<file path="src/rtl/xmoe_pkg.sv">
package xmoe_pkg;

   // Register code ranges
   localparam logic [7:0] NO_REG_MIN  = 8'h80;
   localparam logic [7:0] RIP_CODE    = 8'h20;
   localparam logic [7:0] BAD_INDEX   = 8'h04;

   // ModRM / SIB field codes
   localparam logic [1:0] MOD_NO_DISP = 2'b00;
   localparam logic [1:0] MOD_DISP8   = 2'b01;
   localparam logic [1:0] MOD_DISP32  = 2'b10;
   localparam logic [2:0] RM_SIB      = 3'd4;
   localparam logic [2:0] RM_DISP32   = 3'd5;
   localparam logic [2:0] SIB_NO_IDX  = 3'd4;
   localparam logic [2:0] SIB_NO_BASE = 3'd5;
   localparam logic [1:0] SS_ONE      = 2'd0;

   // Displacement sizes
   localparam logic [2:0] DISP_NONE   = 3'd0;
   localparam logic [2:0] DISP_BYTE   = 3'd1;
   localparam logic [2:0] DISP_DWORD  = 3'd4;

   // RIP-relative: ModRM plus disp32
   localparam logic [31:0] RIP_TAIL   = 32'd5;

   typedef struct packed {
      logic [7:0]         base_code;
      logic [7:0]         index_code;
      logic [7:0]         scale_factor;
      logic signed [31:0] offset;
      logic [2:0]         reg_field;
      logic [3:0]         prefix_len;
      logic [2:0]         disp_shift;
      logic               force_sib;
   } req_type;

   typedef struct packed {
      logic        ok;
      logic [7:0]  modrm_byte;
      logic        has_sib;
      logic [7:0]  sib_byte;
      logic [31:0] disp_value;
      logic [2:0]  disp_bytes;
      logic [4:0]  total_len;
   } rsp_type;

endpackage

</file>
<file path="src/rtl/xmoe_chan_if.sv">
interface xmoe_chan_if #(
   parameter type payload_type = logic
) ();
   logic        valid;
   logic        ready;
   payload_type payload;

   modport source (output valid, output payload, input ready);
   modport sink   (input valid, input payload, output ready);
endinterface

</file>
<file path="src/rtl/xmoe_stage.sv">
// One register slot of the pipeline; loads whenever it is empty or being drained.
module xmoe_stage #(
   parameter type payload_type = logic
) (
   input  logic        clock,
   input  logic        reset,
   input  logic        in_valid,
   output logic        in_ready,
   input  payload_type in_payload,
   output logic        out_valid,
   input  logic        out_ready,
   output payload_type out_payload
);
   logic        valid_ff;
   logic        valid_in;
   payload_type data_ff;

   assign in_ready    = !valid_ff || out_ready;
   assign valid_in    = in_ready ? in_valid : valid_ff;
   assign out_valid   = valid_ff;
   assign out_payload = data_ff;

   always_ff @(posedge clock) begin
      if (reset) begin
         valid_ff <= 1'b0;
      end else begin
         valid_ff <= valid_in;
      end
   end

   always_ff @(posedge clock) begin
      if (in_valid && in_ready) begin
         data_ff <= in_payload;
      end
   end
endmodule

</file>
<file path="src/rtl/xmoe_encode.sv">
// ModRM / SIB / displacement selection for one operand.
module xmoe_encode (
   input  xmoe_pkg::req_type op,
   output xmoe_pkg::rsp_type enc
);
   logic        idx_absent;
   logic        forced;
   logic [7:0]  eff_index;
   logic [7:0]  eff_scale;
   logic        with_sib;
   logic        scale_pow2;
   logic [1:0]  ss;
   logic [7:0]  sib_part;
   logic        bad_combo;
   logic [31:0] off_u;
   logic [31:0] shifted;
   logic [31:0] low_mask;
   logic        low_zero;
   logic        fits8;
   logic [2:0]  rm;
   logic [1:0]  mod_sel;
   logic [2:0]  dbytes;
   logic [31:0] disp_raw;
   logic        sib_out;
   logic [4:0]  plen_ext;
   xmoe_pkg::rsp_type res;

   assign off_u    = op.offset;
   assign shifted  = $unsigned(op.offset >>> op.disp_shift);
   assign low_mask = ~(32'hFFFF_FFFF << op.disp_shift);
   assign low_zero = (off_u & low_mask) == 32'd0;
   assign fits8    = (shifted[31:7] == '0) || (shifted[31:7] == '1);
   assign rm       = op.base_code[2:0];
   assign plen_ext = {1'b0, op.prefix_len};

   always_comb begin
      idx_absent = op.index_code[7];
      forced     = op.force_sib && idx_absent;
      eff_index  = forced ? {5'd0, xmoe_pkg::SIB_NO_IDX} : op.index_code;
      eff_scale  = forced ? 8'd1 : op.scale_factor;
      with_sib   = !eff_index[7];
      scale_pow2 = (eff_scale == 8'd1) || (eff_scale == 8'd2) ||
                   (eff_scale == 8'd4) || (eff_scale == 8'd8);
      ss         = {eff_scale[3] | eff_scale[2], eff_scale[3] | eff_scale[1]};
      sib_part   = with_sib ? {ss, eff_index[2:0], 3'd0}
                            : {xmoe_pkg::SS_ONE, xmoe_pkg::SIB_NO_IDX, 3'd0};
      bad_combo  = (op.index_code == xmoe_pkg::BAD_INDEX) ||
                   (with_sib && !scale_pow2) ||
                   (!with_sib && (eff_scale != 8'd0));

      res      = '0;
      mod_sel  = xmoe_pkg::MOD_NO_DISP;
      dbytes   = xmoe_pkg::DISP_NONE;
      disp_raw = off_u;
      sib_out  = 1'b0;

      if (op.base_code >= xmoe_pkg::NO_REG_MIN) begin
         // No base: SIB with base 5 and disp32
         res.modrm_byte = {xmoe_pkg::MOD_NO_DISP, op.reg_field, xmoe_pkg::RM_SIB};
         res.sib_byte   = sib_part | {5'd0, xmoe_pkg::SIB_NO_BASE};
         sib_out        = 1'b1;
         dbytes         = xmoe_pkg::DISP_DWORD;
      end else if (op.base_code == xmoe_pkg::RIP_CODE) begin
         bad_combo      = bad_combo || with_sib;
         res.modrm_byte = {xmoe_pkg::MOD_NO_DISP, op.reg_field, xmoe_pkg::RM_DISP32};
         disp_raw       = off_u - {28'd0, op.prefix_len} - xmoe_pkg::RIP_TAIL;
         dbytes         = xmoe_pkg::DISP_DWORD;
      end else if (op.base_code > xmoe_pkg::RIP_CODE) begin
         bad_combo = 1'b1;
      end else begin
         if (off_u != 32'd0) begin
            if (low_zero && fits8) begin
               mod_sel  = xmoe_pkg::MOD_DISP8;
               dbytes   = xmoe_pkg::DISP_BYTE;
               disp_raw = shifted;
            end else begin
               mod_sel = xmoe_pkg::MOD_DISP32;
               dbytes  = xmoe_pkg::DISP_DWORD;
            end
         end else if (rm == xmoe_pkg::RM_DISP32) begin
            // rbp/r13 base needs an explicit zero disp8
            mod_sel = xmoe_pkg::MOD_DISP8;
            dbytes  = xmoe_pkg::DISP_BYTE;
         end
         if (with_sib || rm == xmoe_pkg::RM_SIB) begin
            res.modrm_byte = {mod_sel, op.reg_field, xmoe_pkg::RM_SIB};
            res.sib_byte   = sib_part | {5'd0, rm};
            sib_out        = 1'b1;
         end else begin
            res.modrm_byte = {mod_sel, op.reg_field, rm};
         end
      end

      res.ok         = 1'b1;
      res.has_sib    = sib_out;
      res.disp_bytes = dbytes;
      unique case (dbytes)
         xmoe_pkg::DISP_BYTE:  res.disp_value = {24'd0, disp_raw[7:0]};
         xmoe_pkg::DISP_DWORD: res.disp_value = disp_raw;
         default:              res.disp_value = 32'd0;
      endcase
      res.total_len = plen_ext + 5'd1 + {4'd0, sib_out} + {2'd0, dbytes};

      enc = bad_combo ? '0 : res;
   end
endmodule

</file>
<file path="src/rtl/x86_memory_operand_encoder_top.sv">
// Request register -> combinational encoder (single pass) -> result register.
// Throughput: one operand per cycle while the response side keeps taking beats.
// A full result register still takes a new request beat when the response side drains.
// Reset: synchronous, active high; clears both valid flags, payload registers are not reset.
module x86_memory_operand_encoder_top (
   input logic clock,
   input logic reset,
   xmoe_chan_if.sink   req_chan,
   xmoe_chan_if.source rsp_chan
);
   // Request register -> encoder -> result register
   logic              op_valid;
   logic              op_ready;
   xmoe_pkg::req_type op_data;
   xmoe_pkg::rsp_type enc_data;

   // Request register: captures each request beat, releases it when the result slot frees
   xmoe_stage #(
      .payload_type (xmoe_pkg::req_type)
   ) u_req_stage (
      .clock       (clock),
      .reset       (reset),
      .in_valid    (req_chan.valid),
      .in_ready    (req_chan.ready),
      .in_payload  (req_chan.payload),
      .out_valid   (op_valid),
      .out_ready   (op_ready),
      .out_payload (op_data)
   );

   // ModRM, SIB and displacement choice; all-zero result on an illegal operand
   xmoe_encode u_encode (
      .op  (op_data),
      .enc (enc_data)
   );

   // Result register: holds the response beat until the sink takes it
   xmoe_stage #(
      .payload_type (xmoe_pkg::rsp_type)
   ) u_rsp_stage (
      .clock       (clock),
      .reset       (reset),
      .in_valid    (op_valid),
      .in_ready    (op_ready),
      .in_payload  (enc_data),
      .out_valid   (rsp_chan.valid),
      .out_ready   (rsp_chan.ready),
      .out_payload (rsp_chan.payload)
   );
endmodule

</file>
<file path="src/flat_wrapper.sv">
// flat-port wrapper written by rule: the top's interface ports become plain ports
module x86_memory_operand_encoder_top_flat 
  (clock, reset, req_chan_valid, req_chan_payload, req_chan_ready, rsp_chan_valid, rsp_chan_payload, rsp_chan_ready);
  xmoe_chan_if #(.payload_type(xmoe_pkg::req_type)) req_chan_i ();
  xmoe_chan_if #(.payload_type(xmoe_pkg::rsp_type)) rsp_chan_i ();
  input logic clock;
  input logic reset;
  input wire logic [$bits(req_chan_i.valid)-1:0] req_chan_valid;
  input wire logic [$bits(req_chan_i.payload)-1:0] req_chan_payload;
  output wire logic [$bits(req_chan_i.ready)-1:0] req_chan_ready;
  output wire logic [$bits(rsp_chan_i.valid)-1:0] rsp_chan_valid;
  output wire logic [$bits(rsp_chan_i.payload)-1:0] rsp_chan_payload;
  input wire logic [$bits(rsp_chan_i.ready)-1:0] rsp_chan_ready;
  assign req_chan_i.valid = req_chan_valid;
  assign req_chan_i.payload = req_chan_payload;
  assign req_chan_ready = req_chan_i.ready;
  assign rsp_chan_valid = rsp_chan_i.valid;
  assign rsp_chan_payload = rsp_chan_i.payload;
  assign rsp_chan_i.ready = rsp_chan_ready;
  x86_memory_operand_encoder_top u_core (.clock(clock), .reset(reset), .req_chan(req_chan_i), .rsp_chan(rsp_chan_i));
endmodule
</file>
<file path="config.mk">
export PLATFORM = sky130hd
export DESIGN_NAME = x86_memory_operand_encoder_top_flat
export DESIGN_NICKNAME = d
export VERILOG_FILES = /design/src/rtl/xmoe_pkg.sv /design/src/rtl/xmoe_chan_if.sv /design/src/rtl/xmoe_stage.sv /design/src/rtl/xmoe_encode.sv /design/src/rtl/x86_memory_operand_encoder_top.sv /design/src/flat_wrapper.sv
export SDC_FILE = /design/constraint.sdc
export NUM_CORES = 1
export LEC_CHECK = 0
export BUFFER_PORTS_ARGS = -buffer_cell sky130_fd_sc_hd__buf_2
export CAP_MARGIN = 20
export CORE_MARGIN = 2
export CORE_UTILIZATION = 44
export CTS_CLUSTER_DIAMETER = 60
export DETAILED_ROUTE_END_ITERATION = 8
export HOLD_SLACK_MARGIN = 0.05
export PLACE_DENSITY_LB_ADDON = 0.15
export SYNTH_ARGS = -nofsm -noshare
export SYNTH_HDL_FRONTEND = slang
export SYNTH_SLANG_ARGS = --single-unit
</file>
<file path="constraint.sdc">
create_clock -name clock -period 7.2 [get_ports clock]
set_input_delay 0 -clock clock [delete_from_list [all_inputs] [get_ports clock]]
set_output_delay 0 -clock clock [all_outputs]
set_load 0.01 [all_outputs]
</file>
==> metrics.md <==
| Metric | Value |
|---|---|
| XOR/XNOR Fraction of Synth Area | `1.706%` |
| Gpl congestion | `0.8782` |
| Final period util | `75.14%` |
| Post-Synth Simple-Gate Area | `15.07%` |
| Row count | `46` |
| Htree depth | `4` |
| Final worst path period need | `5.410 ns` |
| Status | `finished clean` |
| Hold endpoint | `u_core.u_req_stage.out_payload[19]` |
| Layout net count | `867` |
| Setup TNS | `0 ns` |
| Largest net degree at the start of global routing | `68` |
| Avg Inst Size Synth | `12.06 um2` |
| HP Start | `req_chan_payload[19]` |
| Unrepaired setup endpoints after global routing | `no` |
| Worst Reg2Reg Path Length in Cells | `11` |
| Die W | `131.8 um` |
| Relative slew slack | `42.59%` |
| Leakage | `3.489 nW` |
| Arrival time at the worst endpoint | `5.66 ns` |
| EDFF count, synth | `124` |
| Vias in the first global route | `5517` |
| Router iterations before antenna repair | `6` |
| Fraction of synthesized area in multiplexers | `11.47%` |
| Final WL | `18.34 mm` |
| Net Count, Synth | `684` |
| Clock Skew | `0.008420 ns` |
| Top cell type's share of synthesized area | `51.80%` |
| Top post-synthesis cells by area | `edfxtp_1 (52%), mux4_1 (5.8%), nor2_1 (2.9%)` |
| CTS tree | `yes` |
| Yosys reg bits | `126` |
| Final core utilization | `57.95%` |
| Worst slew pin tran | `0.8611 ns` |
| Mapped Area | `7188 um2` |
| Largest family of logic cells by synthesized area | `simple AND/OR/NAND/NOR gates` |
| Worst-path clk slew | `0.06 ns` |
| DRT iter0 DRCs | `522` |
| Die Y-Extent | `131.8 um` |
| Critical Path Fanout Max | `35` |
| Drc violations | `0` |
| Yosys top cell by area | `edfxtp_1` |
| Fmax | `184.8 MHz` |
| Reg2reg end | `u_core.u_rsp_stage.out_payload[20]` |
| Ant diodes | `0` |
| CTS buffer count | `17` |
| Final ANT Viol Nets | `0` |
| Layout cells sized above 1 | `25.76%` |
| Unique masters post-synth | `73` |
| Initial antenna violation count | `0` |
| Post-synth top cells | `edfxtp_1 (124), nor2_1 (56), nand2_1 (36), a21oi_1 (31), clkbuf_1 (27)` |
| Starting density of the core | `45.09%` |
| RR Startpoint | `u_core.u_req_stage.out_payload[1]` |
| Clock Tree Buf Depth | `2` |
| Flop-to-flop setup slack | `1.79 ns` |
| Via/cell ratio | `5.599` |
| Hold Fails Final Rpt | `0` |
| Count leader, synth | `edfxtp_1` |
| Core area | `15940 um2` |
| Global-route wire length before repair | `29.05 mm` |
| Data required, critical path | `7.45 ns` |
| Pwr dens | `212.6 nW/um2` |
| Synth warnings | `0` |
| I/O Buffers | `129` |
| Clock Sinks | `126` |
| Compound-Gate Fraction of Synth Area | `11.63%` |
| Gr usage total | `21.57%` |
| Setup crit start kind | `flop` |
| Via count | `5644` |
| Grt ovf | `0` |
| Peak supply drop | `0.0001690 V` |
| Min-Delay Path Class | `primary input to flop` |
| Crit Path Category | `flop to flop` |
| Worst skew pair latency | `0.43 ns` |
| Sequential area share after synthesis | `52.36%` |
| Cells on Worst Hold Path | `2` |
| Ys async rst share | `0%` |
| Top FF cell, synth | `edfxtp_1` |
| Synth Instances | `596` |
| Max-cap viol count | `0` |
| IO Count | `131` |
| Die area | `17380 um2` |
| Post-synthesis adder-cell area fraction | `3.168%` |
| Post-DP HPWL | `12.64 mm` |
| CTS Root Cell | `clkbuf_16` |
| Pins Over Slew Limit | `0` |
| WL/cell | `18.20 um` |
| Worst setup EP type | `flop` |
| Area added between synthesis and finish | `28.53%` |
| Setup violators final | `0` |
==> cell usage in the layout (no fill, tap or decap), types with 4 or more instances in the layout <==
cell             n
nand3_1         11
mux4_1          16
or2_2            5
clkinv_4         4
xnor2_1          6
a211oi_1        10
and3_1           4
and2_1           8
dlygate4sd3_1   70
a21o_1           6
xor2_1           8
nor2_1          56
a211oi_2         6
nand2_1         36
a21boi_0         4
mux4_2           7
nor3_1          22
edfxtp_1       124
nor4_1          13
or4_1            7
inv_1           23
nand2b_1         4
or3_1           10
o21ai_0         18
ha_1            15
nor2b_1          5
a21oi_1         31
o21a_1           5
buf_2          129
mux2_2           5
mux2i_1         19
buf_4            8
nand4_1          9
clkbuf_16       17
==> power breakdown <==
group	internal [mW]	switching, mW
sequential	0.854	0.0468
clock	0.510	0.325
combinational	0.116	0.113
==> layer usage <==
layer	up-vias	wire [um]	global-route usage (%)
li1	2682	-	-
met1	2731	8548	30.59
met2	206	8396	32.87
met3	25	1131	5.652
met4	0	267	6.341
met5	-	0	0
==> worst max path at each step <==
stage | from | endpoint | slack [ns]
global route | u_core.u_req_stage.out_payload[1] | u_core.u_rsp_stage.out_payload[34] | 1.51
floorplan | u_core.u_req_stage.out_payload[1] | u_core.u_rsp_stage.out_payload[34] | 3.46
CTS | u_core.u_req_stage.out_payload[1] | u_core.u_rsp_stage.out_payload[20] | 1.86
global placement | u_core.u_req_stage.out_payload[1] | u_core.u_rsp_stage.out_payload[18] | 2.09
detailed placement | u_core.u_req_stage.out_payload[1] | u_core.u_rsp_stage.out_payload[20] | 1.91
finish | u_core.u_req_stage.out_payload[1] | u_core.u_rsp_stage.out_payload[20] | 1.79
==> critical path, stage by stage (launching register included) <==
cell and delay, ns:
edfxtp_1 0.83, buf_4 0.56, mux2_2 0.43, mux2_2 0.27, a2111oi_0 0.58, o22ai_1 0.28
o22ai_1 0.33, nand4_1 0.29, ha_1 0.43, or3_1 0.58, a31o_2 0.40, nor3_1 0.25
==> flip-flops by register name (all words and copies together) (netlist names) <==
name,cells
u_core.u_rsp_stage.out_valid,1
u_core.u_rsp_stage.out_payload,57
u_core.u_req_stage.out_payload,67
u_core.u_req_stage.out_valid,1
==> timing repair <==
| action | in CTS | in global routing |
|---|---|---|
| buffers inserted | 0 | 0 |
| setup endpoints to repair | 0 | 0 |
| endpoints found under the hold margin | 69 | 0 |
| hold buffers | 70 | 0 |
| resized for setup | 0 | 0 |
==> cell type report <==
cell class,instances,area (um2)
Inverter,24,90.09
Clock buffer,19,432.9
Clock inverter,13,141.4
Timing Repair Buffer,208,1434
Sequential cell,126,3764
Tap cell,216,270.3
Fill cell,1370,6704
Multi-Input combinational cell,402,3107
==> through the flow <==
stage / setup slack, ns / cell area [um2] / std cells / hold WS [ns] / power [mW]
after CTS: 1.857 / 9211 / 1007 / 0.2624 / 1.979
after global placement: 2.086 / 7936 / 905 / 0.1707 / 1.107
final: 1.790 / 9239 / 1008 / 0.2748 / 1.964
after global routing: 1.506 / 9239 / 1008 / 0.2712 / 2.043
after detailed placement: 1.907 / 7936 / 905 / 0.1781 / 1.113
after floorplan: 3.455 / 7188 / 596 / 0.07238 / 1.038
==> cell families (layout without fill, tap and decap cells) <==
logic type	after synthesis	in the layout
xor gates and xnor gates	14	14
and+or+nand+nor	208	208
AOI/OAI and AO/OA	115	115
adders and majority gates	17	17
other	1	1
DFF	126	126
muxes	47	47
buffers and inverters	68	264
(Power assumes the default switching activity.)
